[src/hw/rtl/obrb_pkg.sv]
// obrb_pkg: shared constants, payload structs and control structs for the
// overwriting byte ring buffer. No dependencies.
`default_nettype none

package obrb_pkg;

  // ring depth; must be a power of two so positions are the low count bits
  localparam int unsigned DEPTH    = 1024;
  localparam int unsigned MAX_READ = 64;

  localparam int unsigned AW      = $clog2(DEPTH);
  localparam int unsigned CNT_W   = $clog2(MAX_READ + 1);
  localparam int unsigned AVAIL_W = 11;

  localparam logic CMD_WRITE = 1'b0;
  localparam logic CMD_READ  = 1'b1;

  typedef struct packed {
    logic       cmd;
    logic [7:0] byte_in;
    logic       msg_end;
    logic [6:0] max_bytes;
  } in_item_t;

  typedef struct packed {
    logic [7:0]         byte_out;
    logic               byte_valid;
    logic               last;
    logic               status;
    logic [31:0]        lost_count;
    logic [AVAIL_W-1:0] available;
    logic               data_ready;
  } out_item_t;

  // controller -> datapath
  typedef struct packed {
    logic take_item;
    logic issue;
    logic load_byte;
  } ctrl_cmd_t;

  // datapath -> controller
  typedef struct packed {
    logic stream_read;
    logic out_free;
    logic pending;
    logic fetch_left_nz;
    logic emit_last;
  } dp_status_t;

  // unread count as reported: saturates at DEPTH+1 for an overrun
  function automatic logic [AVAIL_W-1:0] sat_avail(input logic [31:0] u);
    logic [AVAIL_W-1:0] r;
    if (u > 32'(DEPTH)) begin
      r = AVAIL_W'(DEPTH + 1);
    end else begin
      r = u[AVAIL_W-1:0];
    end
    return r;
  endfunction

endpackage

`default_nettype wire

[src/hw/rtl/obrb_ctrl.sv]
// obrb_ctrl: state machine for the ring buffer; sequences item acceptance
// and byte streaming of reads. Depends on obrb_pkg.
`default_nettype none

module obrb_ctrl (
  input  wire                  clk,
  input  wire                  rst,
  input  wire                  in_valid,
  output logic                 in_ready,
  input  obrb_pkg::dp_status_t st,
  output obrb_pkg::ctrl_cmd_t  cmd
);
  import obrb_pkg::*;

  typedef enum logic {
    IDLE,
    STREAM
  } state_t;

  state_t state;
  logic   take;
  logic   load;

  assign in_ready = (state == IDLE) && st.out_free;
  assign take     = in_valid && in_ready;
  assign load     = (state == STREAM) && st.pending && st.out_free;

  always_comb begin
    cmd.take_item = take;
    cmd.load_byte = load;
    // fetch ahead only when the fetched byte register is empty or draining
    cmd.issue     = (state == STREAM) && st.fetch_left_nz && (!st.pending || load);
  end

  always_ff @(posedge clk) begin
    if (rst) begin
      state <= IDLE;
    end else begin
      case (state)
        IDLE: begin
          if (take && st.stream_read) state <= STREAM;
        end
        STREAM: begin
          if (load && st.emit_last) state <= IDLE;
        end
        default: state <= IDLE;
      endcase
    end
  end

endmodule

`default_nettype wire

[config.mk]
export PLATFORM = sky130hd
export DESIGN_NAME = obrb_ctrl
export DESIGN_NICKNAME = d
export VERILOG_FILES = /design/src/hw/rtl/obrb_pkg.sv /design/src/hw/rtl/obrb_ctrl.sv
export SDC_FILE = /design/constraint.sdc
export NUM_CORES = 1
export LEC_CHECK = 0
export ABC_AREA = 1
export ABC_CLOCK_PERIOD_IN_PS = 1600
export BUFFER_PORTS_ARGS = -buffer_cell sky130_fd_sc_hd__buf_2
export CORE_AREA = 3 3 40 42
export CTS_BUF_LIST = sky130_fd_sc_hd__clkbuf_16
export CTS_CLUSTER_DIAMETER = 150
export DETAILED_ROUTE_END_ITERATION = 7
export DIE_AREA = 0 0 43 45
export SYNTH_ARGS = -nofsm -noshare
export SYNTH_HDL_FRONTEND = slang
export SYNTH_SLANG_ARGS = --single-unit
export TNS_END_PERCENT = 20
[constraint.sdc]
create_clock -name clk -period 1.6 [get_ports clk]
set_input_delay 0.24 -clock clk [delete_from_list [all_inputs] [get_ports clk]]
set_output_delay 0.24 -clock clk [all_outputs]
set_load 0.03 [all_outputs]
# Word level (Yosys, flattened, before mapping)
# Index checks and enable logic that the tools add are counted.
# word_totals
out_inout_bits,4
register_bits,1
wordCells,15
inputBits,8
# op_classes
muxes,3
reduce_logical,10
bitwise_logic,1
# ops
op,count
$logic_and 1x1->1,8
$mux 1,2
$pmux 1 s2,1
$logic_not 1->1,1
$logic_or 1x1->1,1
$not 1->1,1

# Logic depth before layout (Yosys ltp)
# Gate-level depths: netlist (run 1).
# logic_depth
depth_word,6
ltp_mapped,3

# Worst setup path before layout (run 1)
# Ideal clock, no wire load.
# synth_path
path_kind,flip-flop to output port
start,register state
end,output cmd[1] in the netlist's numbering
arrival_time_ns,0.876
path_slack_ns,0.484
path_stages_with_launch,3
path_cell_list,dfxtp_1 -> nand2_1 -> a21oi_1
# synth_lines
item,line_no,text
start: declaration,obrb_ctrl.sv:20,state_t state;
start signal: assignment,obrb_ctrl.sv:37,state <= IDLE;
start signal: assignment,obrb_ctrl.sv:41,if (take && st.stream_read) state <= STREAM;
start signal: assignment,obrb_ctrl.sv:44,if (load && st.emit_last) state <= IDLE;
end: declaration,obrb_ctrl.sv:11,output obrb_pkg::ctrl_cmd_t cmd

==> results of run 1 <==
[worst max path at each step]
stage / cells after the start / from / end
2_1_floorplan: 2 / state / cmd[1]
3_3_place_gp: 3 / state / cmd[2]
3_5_place_dp: 4 / st[3] / cmd[1]
4_1_cts: 4 / st[3] / cmd[1]
5_1_grt: 3 / state / cmd[2]
6_report: 3 / state / cmd[2]
[routing by layer]
metal	GRT usage [%]	share of wire, %	vias up
met5	0	0	-
met4	0	0	0
met1	3.83	45	45
met3	1.20	16	0
met2	5.69	38	8
li1	-	-	66
[cells in the mapped netlist]
| cell type | count | area share (%) |
|---|---|---|
| inv_1 | 2 | 8.3 |
| nand3_1 | 1 | 5.6 |
| nor2_1 | 2 | 8.3 |
| buf_4 | 2 | 17 |
| nand4_1 | 1 | 6.9 |
| nand2_1 | 3 | 12 |
| dfxtp_1 | 1 | 22 |
| a21oi_1 | 2 | 11 |
| and3_2 | 1 | 8.3 |
[final cells by class]
type | instances | area (um^2)
fillers | 154 | 1140
repair buffers | 11 | 55.1
multi-input cells | 10 | 47.5
flip-flops and latches | 1 | 20.0
well taps | 15 | 18.8
inverters | 2 | 7.51
[per-stage QoR]
step / hold slack, ns / setup slack [ns]
after floorplan: 0.309 / 0.484
after global placement: 0.400 / 0.612
after detailed placement: 0.406 / 0.598
after CTS: 0.406 / 0.593
after global routing: 0.439 / 0.520
final: 0.406 / 0.604
[logic make-up (layout without fill, tap and decap cells)]
| group | after synthesis | after routing | share of synthesized area (%) |
|---|---|---|---|
| buffers and inverters | 4 | 13 | 25.0 |
| flip-flops | 1 | 1 | 22.2 |
| AO/OA/AOI/OAI | 2 | 2 | 11.1 |
| AND/OR/NAND/NOR | 8 | 8 | 41.7 |
[where the power goes]
group          leakage [uW]  switching, uW  internal [uW]
clock network             0              0              0
registers        0.00000818           1.10           26.7
logic             0.0000714           18.6           12.6
total             0.0000796           19.7           39.4
==> impl_metrics.toml, run 1 <==
[cells_and_area]
top_regs = "state x1"
final_area_um2 = 149
fin_cells = 39
largest_reg_flops = 1
syn2layout_area_growth_pct = 65.3
finish.utilization_pct = 11.6
final_common_cell = "buf_2"
largest_register = "state"
layout_common_cells = "buf_2, nand2_1, inv_1, nor2_1, a21oi_1"
drive_above_1_share_pct = 50.0
nets = 34
num_antenna_cells = 0

[route]
wl_per_cell_um = 7.33
via_per_inst = 3.05
first_pass_iters = 2
drt_iter0_markers = 1
postRouteAntennaNets = 0
remaining_drc_errors = 0
vias = 119
finalWirelength_um = 286

[timing]
skew_ns = 0
setup-violations-final = 0
hold_viol_final = 0
final_max_slew_viol_count = 0
min_period_ns = 0.996
worst_pin_slew_ns = 0.158
rsz0062_at_grt = "no"
tns_ns = 0
fin_crit_sh_pct = 62.2
clock.fmax_mhz = 1000
slew_headroom_pct = 89.5

[pwr]
p_leak_uw = 0.0000796
power_uw = 59.0
vdd_drop_max_mv = 0.0906
pwr_density_cell_nw_per_um2 = 396

[floorplan]
fp.dieH_um = 45
die_w_um = 43
die_area_um2 = 1940
num_rows = 13
start_util_pct = 7.01
core_region_area_um2 = 1280
ioPinCount = 12

[critical_path]
path_max_fanout = 4
crit_buf_inv = 2
r2r-start = "state"
startpoint_type = "register"
reg2reg_slack_ns = 0.93
arrival_ns = 0.76
crit_slowest_cell = "dfxtp_1"
crit_path_cell_trace = "inv_1, and3_2, buf_2"
cpPeakStageDelay_ns = 0.34
crit_path_end_kind = "output port"
required_ns = 1.36
regToRegEndpoint = "state"
critical_path_class = "reg2out"
rr_worst_depth = 3
cp_top_family = "flip-flops"

[yosys]
seq_area_frac_synth_pct = 22.2
ys_ff_latch = 1
ys_types = 9
syn-mean-instance-area_um2 = 6.01
netlist_area_um2 = 90.1
postSynthCellCount = 15
yosys_warnings = 0
syn_nets = 23

[clock_tree]
holdBufCountCts = 0
clk_pin_slew_worst_paths_ns = 0
insertion_delay_ns = 0
cts_setup_buffers = 0
cts_resized = 0

[place]
place_area_um2 = 149
portBuffers = 11
dp_cells = 39
place.gp.congestion = 0.681

[worst_hold_path]
holdPathStages = 2
hp-class = "in2reg"
holdPathEnd = "state"
min_from = "rst"

[global_route]
track_usage_pct = 3.16
antenna_found_initial = 0
grt_first_pass_wirelength_um = 496
grt_max_degree = 6
grt_overflow = 0
grt_pass1_vias = 116

[flow_run]
drv_cap = 0

[outcome]
status = "finished clean"
Note: power is estimated with default switching activity, not from simulation.
==> inputs of run 2 (changes only) <==
Settings changed: ABC_CLOCK_PERIOD_IN_PS 1600 to 800.
Clock period 1.6 ns to 0.8 ns, I/O delays scaled along.
==> impl_metrics.toml, run 2 (same netlist as run 1, synthesis figures left out) <==
[critical_path]
crit_path_cell_trace = "inv_2, and3_4, buf_6"
cp_top_family = "flip-flops"
reg2reg_slack_ns = 0.07
required_ns = 0.68
cpPeakStageDelay_ns = 0.31
crit_path_end_kind = "output port"
arrival_ns = 0.66
startpoint_type = "register"
path_max_fanout = 4
regToRegEndpoint = "state"
rr_worst_depth = 4
r2r-start = "state"
crit_buf_inv = 2
critical_path_class = "reg2out"
crit_slowest_cell = "dfxtp_2"

[route]
drt_iter0_markers = 0
postRouteAntennaNets = 0
remaining_drc_errors = 0
vias = 128
first_pass_iters = 1
finalWirelength_um = 285
wl_per_cell_um = 7.13
via_per_inst = 3.20

[pwr]
switching_share_pct = 32.1
p_switching_uw = 42.5
p_leak_uw = 0.0000853
clkPwrFrac_pct = 0
vdd_drop_max_mv = 0.123
combPwrFrac_pct = 57.3
pwr_density_cell_nw_per_um2 = 734
internal_power_uw = 89.8
pwr-share-seq_pct = 42.7

[timing]
skew_ns = 0
hold_viol_final = 0
min_period_ns = 0.781
setup-violations-final = 0
final_max_slew_viol_count = 0
fin_ws_ns = 0.0186
worst_pin_slew_ns = 0.157
slew_headroom_pct = 89.6
fin_crit_sh_pct = 97.7
clock.fmax_mhz = 1280
hold_ws_ns = 0.267
rsz0062_at_grt = "yes"

[place]
dp_cells = 40
pre_cts_ws_ns = -0.0741
portBuffers = 11
place.gp.congestion = 0.615
hpwl_um = 269

[cells_and_area]
layout_common_cells = "buf_2, nand2_1, nor2_1, buf_6, buf_4"
drive_above_1_share_pct = 64.0
fin_cells = 40
largest_register = "state"
syn2layout_area_growth_pct = 100
largest_reg_flops = 1
regArea_um2 = 21.3
final_common_cell = "buf_2"
nets = 35
num_antenna_cells = 0
top_regs = "state x1"
multi_input_area_um2 = 55.1
num-fill-cells = 152

[global_route]
grt_max_degree = 6
top_usage_layer = "met2"
grt_overflow = 0
gr-usage-met2_pct = 4.79
antenna_found_initial = 0
met3_usage_pct = 3.59
grt_first_pass_wirelength_um = 462
track_usage_pct = 2.99
grt_pass1_vias = 118
gr-usage-met1_pct = 2.63

[floorplan]
fp.dieH_um = 45
die_w_um = 43
ioPinCount = 12
num_rows = 13
core_region_area_um2 = 1280
start_util_pct = 7.01
die_area_um2 = 1940

[flow_run]
drv_cap = 0

[worst_hold_path]
hp-class = "in2reg"
holdPathStages = 2
min_from = "rst"
holdPathEnd = "state"

[clock_tree]
cts_setup_buffers = 0
insertion_delay_ns = 0
clk_pin_slew_worst_paths_ns = 0

[outcome]
status = "finished clean"
-- run 2: changes by cell type in the layout (fill, tap and decap cells not counted) --
cell,before,now
buf_2,11,8
a21oi_1,2,1
and3_4,0,1
a21oi_2,0,1
buf_4,0,2
dfxtp_1,1,0
dfxtp_2,0,1
inv_2,0,1
inv_1,2,1
and3_2,1,0
buf_6,0,2
-- run 2: power groups by stage --
stage	clock network, uW	registers [uW]	logic (uW)
floorplan	0	55.3	38.7
global placement	0	55.5	67.2
detailed placement	0	55.6	67.5
CTS	0	56.1	72.7
global route	0	57.2	82.8
finish	0	56.5	75.8
-- run 2: layout make-up --
| class | count | area share (%) |
|---|---|---|
| inverters | 2 | 4.17 |
| flip-flops and latches | 1 | 11.8 |
| well taps | 15 | 10.4 |
| multi-input cells | 10 | 30.6 |
| repair buffers | 12 | 43.1 |
-- run 2: worst max-delay path by stage --
stage	startpoint	slack, ns	cells past startpoint	endpoint
finish	state	0.02	3	cmd[2]
global route	state	-0.003	3	cmd[1]
CTS	state	-0.01	3	cmd[2]
detailed placement	state	-0.07	3	cmd[2]
global placement	state	-0.06	3	cmd[2]
floorplan	state	-0.05	1	in_ready
-- run 2: routing by layer --
layer	vias up	share of wire, %	routed length (um)
li1	68	-	-
met1	50	29	84
met2	10	35	101
met3	0	35	99
met4	0	0	0
met5	-	0	0
-- run 2: worst register-to-register path, cell delays in order, from the launching register on --
cell and delay (ns):
dfxtp_2 0.33, inv_2 0.05, buf_4 0.12, nand4_1 0.06, a21oi_1 0.06
-- run 2: what timing repair did --
action | CTS | global route
resized for setup | 4 | 5
setup endpoints to repair | 3 | 3
gates cloned | 0 | 0
hold buffers | 0 | 0
-- run 2: stage by stage --
step           utilization, %  total power, uW   TNS, ns  cell area, um^2
2_1_floorplan               -             94.0    -0.111             93.8
3_3_place_gp             12.5              123    -0.107              160
3_5_place_dp             12.5              123    -0.133              160
4_1_cts                  13.2              129   -0.0132              170
5_1_grt                  14.0              140  -0.00556              180
6_report                 14.0              132         0              180
